## config.mk

```make
export PLATFORM = sky130hd
export DESIGN_NAME = i128alu_ctrl
export DESIGN_NICKNAME = d
export VERILOG_FILES = /design/src/hw/rtl/i128alu_pkg.sv /design/src/hw/rtl/i128alu_ctrl.sv
export SDC_FILE = /design/constraint.sdc
export NUM_CORES = 1
export LEC_CHECK = 0
export BUFFER_PORTS_ARGS = -buffer_cell sky130_fd_sc_hd__buf_4
export CAP_MARGIN = 5
export CELL_PAD_IN_SITES_DETAIL_PLACEMENT = 0
export CELL_PAD_IN_SITES_GLOBAL_PLACEMENT = 1
export CORE_AREA = 2 2 39 41
export CTS_CLUSTER_DIAMETER = 100
export DETAILED_ROUTE_END_ITERATION = 12
export DIE_AREA = 0 0 41 43
export GPL_TIMING_DRIVEN = 1
export MAX_ROUTING_LAYER = met4
export PLACE_DENSITY_LB_ADDON = 0.1
export REMOVE_ABC_BUFFERS = 1
export SETUP_SLACK_MARGIN = 0.2
export SLEW_MARGIN = 0
export SYNTH_ARGS = -nofsm -noshare
export SYNTH_HDL_FRONTEND = slang
export SYNTH_SLANG_ARGS = --single-unit
```

## constraint.sdc

```tcl
create_clock -name clk -period 1.8 [get_ports clk]
set_input_delay 0.09 -clock clk [delete_from_list [all_inputs] [get_ports clk]]
set_output_delay 0.09 -clock clk [all_outputs]
set_load 0.02 [all_outputs]
```

## src/hw/rtl/i128alu_pkg.sv

```systemverilog
// Package for the 128-bit signed ALU: operation codes and controller/datapath structs.
// No dependencies.
`timescale 1ns / 1ps
package i128alu_pkg;
	localparam logic [3:0] FN_ADD = 4'd0;
	localparam logic [3:0] FN_SUB = 4'd1;
	localparam logic [3:0] FN_MUL = 4'd2;
	localparam logic [3:0] FN_DIV = 4'd3;
	localparam logic [3:0] FN_MOD = 4'd4;
	localparam logic [3:0] FN_AND = 4'd5;
	localparam logic [3:0] FN_OR  = 4'd6;
	localparam logic [3:0] FN_XOR = 4'd7;
	localparam logic [3:0] FN_NOT = 4'd8;
	localparam logic [3:0] FN_SHL = 4'd9;
	localparam logic [3:0] FN_SAR = 4'd10;
	localparam logic [3:0] FN_ROL = 4'd11;
	localparam logic [3:0] FN_ROR = 4'd12;

	localparam int HALF_BITS = 64;
	localparam int OUT_BITS  = 128;

	// Commands from the controller to the datapath.
	typedef struct packed {
		logic load;    // capture operands
		logic setup;   // initialize the iteration registers
		logic step;    // one iteration of multiply or divide
		logic finish;  // form the result into the output register
	} i128alu_cmd_t;

	// Status from the datapath to the controller.
	typedef struct packed {
		logic iterative; // the loaded operation needs the iteration loop
		logic last;      // the current step is the final one
	} i128alu_sts_t;
endpackage

```

## src/hw/rtl/i128alu_ctrl.sv

```systemverilog
// Controller state machine of the 128-bit signed ALU.
// Depends on i128alu_pkg.
`timescale 1ns / 1ps
module i128alu_ctrl
	import i128alu_pkg::*;
(
	input  logic         clk,
	input  logic         arst_n,
	input  logic         in_valid,
	output logic         in_stall,
	output logic         out_valid,
	input  logic         out_stall,
	output i128alu_cmd_t cmd,
	input  i128alu_sts_t sts
);
	localparam logic [1:0] ST_IDLE = 2'd0;
	localparam logic [1:0] ST_LOAD = 2'd1;
	localparam logic [1:0] ST_RUN  = 2'd2;
	localparam logic [1:0] ST_FIN  = 2'd3;

	logic [1:0] state_q;
	logic       out_valid_q;
	logic       out_free;

	// The output register can take a new result when empty or being drained.
	assign out_free  = !out_valid_q || !out_stall;
	assign in_stall  = (state_q != ST_IDLE);
	assign out_valid = out_valid_q;

	always_comb begin
		cmd        = '0;
		cmd.load   = (state_q == ST_IDLE) && in_valid;
		cmd.setup  = (state_q == ST_LOAD);
		cmd.step   = (state_q == ST_RUN);
		cmd.finish = (state_q == ST_FIN) && out_free;
	end

	always_ff @(posedge clk or negedge arst_n) begin
		if (!arst_n) begin
			state_q     <= ST_IDLE;
			out_valid_q <= 1'b0;
		end else begin
			if (cmd.finish) begin
				out_valid_q <= 1'b1;
			end else if (out_valid_q && !out_stall) begin
				out_valid_q <= 1'b0;
			end
			case (state_q)
				ST_IDLE: begin
					if (in_valid) begin
						state_q <= ST_LOAD;
					end
				end
				ST_LOAD: begin
					state_q <= sts.iterative ? ST_RUN : ST_FIN;
				end
				ST_RUN: begin
					if (sts.last) begin
						state_q <= ST_FIN;
					end
				end
				ST_FIN: begin
					if (out_free) begin
						state_q <= ST_IDLE;
					end
				end
				default: begin
					state_q <= ST_IDLE;
				end
			endcase
		end
	end
endmodule

```

After elaboration in Yosys (flattened, before gate mapping)

Cells that the tools add are included.

Register bits after elaboration: 3
Input bits: 6
Output and inout bits: 6
Word-level logic and storage cells: 25

Eq/ne operators: 6
Multiplexer cells: 7
Reduce and logical (&&, ||, !) cells: 10

Operators by type and width:

| kind                 | count |
|---|---|
| $pmux W2 S4          | 1 |
| $mux W2              | 3 |
| $eq A2 B2 Y1 const B | 2 |
| $ne A2 B2 Y1 const B | 2 |
| $reduce_bool A2 Y1   | 2 |
| $logic_and A1 B1 Y1  | 3 |
| $mux W1              | 3 |
| $reduce_and A3 Y1    | 1 |
| $eq A2 B1 Y1 const B | 1 |
| $logic_not A1 Y1     | 2 |
| $logic_not A2 Y1     | 1 |
| $ne A2 B1 Y1 const B | 1 |
| $logic_or A1 B1 Y1   | 1 |

Depth between registers and ports, before layout

Depth in word-level cells: 4
Gate-level depth with buffers: 5
Mapped depth without buffers: 5

Worst setup path after synthesis

No wires, ideal clock.

Path type: flip-flop to flip-flop
From: register state_q[0]
To: register state_q[0]
Library setup time: 0.128 ns
Arrival time: 1.399 ns
Data required time: 1.672 ns
Path slack: 0.274 ns
Cell stages (with the launch flop): 6
Path buffers: 0
Period minus slack after synthesis: 1.526 ns
Cell sequence: dfrtp_1 -> inv_1 -> ha_1 -> inv_1 -> o221ai_2 -> mux2_1

RTL lines:

| what                   | RTL line           | text |
|---|---|---|
| start, declared        | i128alu_ctrl.sv:21 | `logic [1:0] state_q;` |
| start signal, assigned | i128alu_ctrl.sv:55 | `state_q <= sts.iterative ? ST_RUN : ST_FIN;` |

Worst setup path in the final report

From: register state_q[0]
To: register state_q[0]

Word-level cells in the longest chain between the ends: 3
Elaborated cells between the ends (all ways): 9
Classes of those cells: 6 x eq/ne; 1 x mux; 2 x reduce/logical

RTL lines:

| what                                                   | RTL line           | text |
|---|---|---|
| $eq A2 B2 Y1 or $logic_not A2 Y1 (tied branches)       | i128alu_ctrl.sv:48 | `case (state_q)` |
| $ne A2 B2 Y1 (no line) or $ne A2 B1 Y1 (tied branches) | n/a                |  |
| $reduce_and A3 Y1 (no line)                            | n/a                |  |

Several ways; a longest one is shown, not always the timed one.
A chain may end at the register's enable or synchronous reset.

==> key figures <==
Status
  – Status: finished clean

CTS
  – Clk Latency, worst-skew pair: 0.23 ns
  – Post-CTS setup buffer count: 0
  – Post-CTS sizing: 0
  – Total CTS buffers: 3
  – CTS tree: yes
  – Clk buf depth: 2
  – Clock slew at reported path FFs: 0.03 ns
  – H-tree depth: 1
  – Root buffer cell: clkbuf_4
  – Clock Sinks: 3
  – Post-CTS Hold Fix Bufs: 1

Setup path
  – Slowest CP cell: dfrtp_1
  – CP Max Fanout: 6
  – Cell family with most CP delay: flip-flops
  – Type of the worst setup path: flop to flop
  – Cell Chain, Critical Path: inv_1 -> ha_1 -> inv_1 -> o221ai_2 -> mux2_1
  – CP Data Arrival Time: 1.56 ns
  – CP startpoint kind: flop
  – Worst path required time: 1.91 ns
  – Critical path's largest stage delay: approximately 0.42 ns
  – CP dominant cell by count: inv_1
  – Worst setup EP type: flop
  – Worst path buffer plus inverter count: 2

STA
  – RSZ-0062 raised after global routing: false
  – Tcrit/Tclk final: 80.8%
  – Slew margin rel.: 87.3%
  – Pins Over Slew Limit: 0
  – TNS Setup: 0 ns
  – Fin. Hold Viols: 0
  – Tightest Pin Transition: about 0.19 ns
  – Count of final setup violators: 0
  – Clock period minus worst slack: 1.45 ns
  – Clock skew: 0.00159 ns
  – FMAX: 688 MHz

Global routing
  – GRT Util Overall: 7.95%
  – Initial antenna violation count: 0
  – Vias in the first global route: between 200 and 250
  – First-pass GRT wire length: 855 um
  – Largest net degree at the start of global routing: 7
  – GRT overflow: 0

Synthesis
  – Synth Warn #: 0
  – Number of distinct library cells after synthesis: 12
  – Post-synthesis sequential area ratio: between 30 and 40%
  – Cells after Synth: 22
  – Syn Std Cell Area: 240 um^2
  – #FFs+latches synth: 3
  – Mean post-synth cell area: ~11 um^2

Placement
  – Inst Count DP: 49
  – Dpl cell area: 343 um^2
  – RePlAce Congestion: 0.588
  – Final HPWL DP: 391 um
  – # port buffers: 11

Layout
  – Finished Layout Cells: 54
  – Commonest non-fill, non-tap cell in the layout: buf_4
  – Multi-input gate area: roughly 150 um^2
  – Final Util: a little over a quarter
  – Register area: 75.1 um^2
  – Final nets: 50
  – # diodes: 0
  – Finished Cell Area: roughly 380 um^2
  – Synthesis-to-finish area growth: 57.8%
  – Layout cell share with drive strength beyond 1: 50.0%
  – Commonest non-fill, non-tap cells in the layout: buf_4 (11), ha_1 (5), inv_1 (4)
  – Filler cell count in the final layout: 151

Drt
  – Vias per Instance: 3.87
  – DR pass1 iterations: 2
  – Wirelength per Cell: 8.35 um
  – DRT antenna net count: 0
  – Residual DRC count: 0
  – Via Count: 209
  – Routed WL: 451 um
  – Starting DRT DRC Count: 2

Pwr
  – Cell Pwr Density: 1790 mW/mm^2
  – Design Power: roughly 0.68 mW
  – Leakage power: 0.194 nW
  – Maximum VDD drop: 588 uV

Flow run
  – Max cap viols: 0

Floorplan
  – Starting Density: 17.4%
  – Die area: between 0.0015 and 0.002 mm^2
  – Die height: 43 um
  – Die width: 41 um
  – Total I/O pin count: 12
  – # rows: 14
  – Core Region: ~0.0014 mm^2

Worst hold path
  – Worst min-delay path category: primary input to flop
## per-stage QoR
stage	hold WS, ns	worst slack (ns)
finish	0.0971	0.346
global route	0.0994	0.220
CTS	0.0902	0.321
detailed placement	-0.120	0.324
global placement	-0.118	0.327
floorplan	-0.206	0.274
## worst reg2reg max path: stages, from the launching register on
cell and delay [ns]:
dfrtp_1 0.42, inv_1 0.13, ha_1 0.18, inv_1 0.05, o221ai_2 0.20, mux2_1 0.35
## registers in the layout, summed over array words and instances (netlist names)
name and flops:
out_valid 1, state_q 2
## routing by layer
metal,track usage [%],up-vias,part of all wire [%]
met1,8.44,96,37
met4,8.00,0,4.0
met2,10.3,6,55
met3,3.14,2,4.4
li1,-,105,-
met5,-,-,0
## cells in the mapped netlist, drive strengths merged
cell type | number | area share (%)
nand2 | 1 | 1.6
ha | 5 | 26
a21boi | 1 | 3.1
mux2 | 2 | 9.4
nand3 | 1 | 4.2
dfrtp | 3 | 31
o221ai | 2 | 9.9
a21o | 1 | 3.6
inv | 5 | 7.8
and2 | 1 | 3.1
## layout make-up
| class | instances | area share [%] |
|---|---|---|
| Timing Repair Buffer | 12 | 24.4 |
| Tap cell | 16 | 5.28 |
| Sequential cell | 3 | 19.8 |
| Inverter | 5 | 4.95 |
| Clock buffer | 4 | 6.93 |
| Multi-Input combinational cell | 14 | 38.6 |
## worst paths after layout
check                                       startpoint  cells past startpoint  slack [ns]                      to
worst max-delay path            state_q[0]$_DFFE_PN0P_                      5        0.35  state_q[0]$_DFFE_PN0P_
worst min-delay path                         out_stall                      2         0.1   out_valid$_DFFE_PN0P_
worst max register to register  state_q[0]$_DFFE_PN0P_                      5        0.35  state_q[0]$_DFFE_PN0P_
worst min register to register   out_valid$_DFFE_PN0P_                      1        0.54   out_valid$_DFFE_PN0P_
max in group asynchronous                       arst_n                      2        1.53   out_valid$_DFFE_PN0P_
min in group asynchronous                       arst_n                      2        0.18  state_q[1]$_DFFE_PN0P_
## cell families after synthesis
kind of cell               after synthesis  synth area share, %
AOI/OAI and AO/OA                        4                 16.7
adders and majority gates                5                 26.0
buffers and inverters                    5                 7.81
DFF                                      3                 31.2
muxes                                    2                 9.37
and+or+nand+nor                          3                 8.85
## report_power, final
| part | total (mW) | internal, mW | switching, mW |
|---|---|---|---|
| Sequential | 0.146 | 0.105 | 0.0402 |
| Clock | 0.118 | 0.0831 | 0.0350 |
| Combinational | 0.414 | 0.197 | 0.217 |
Note: power is estimated with default switching activity, not from simulation.
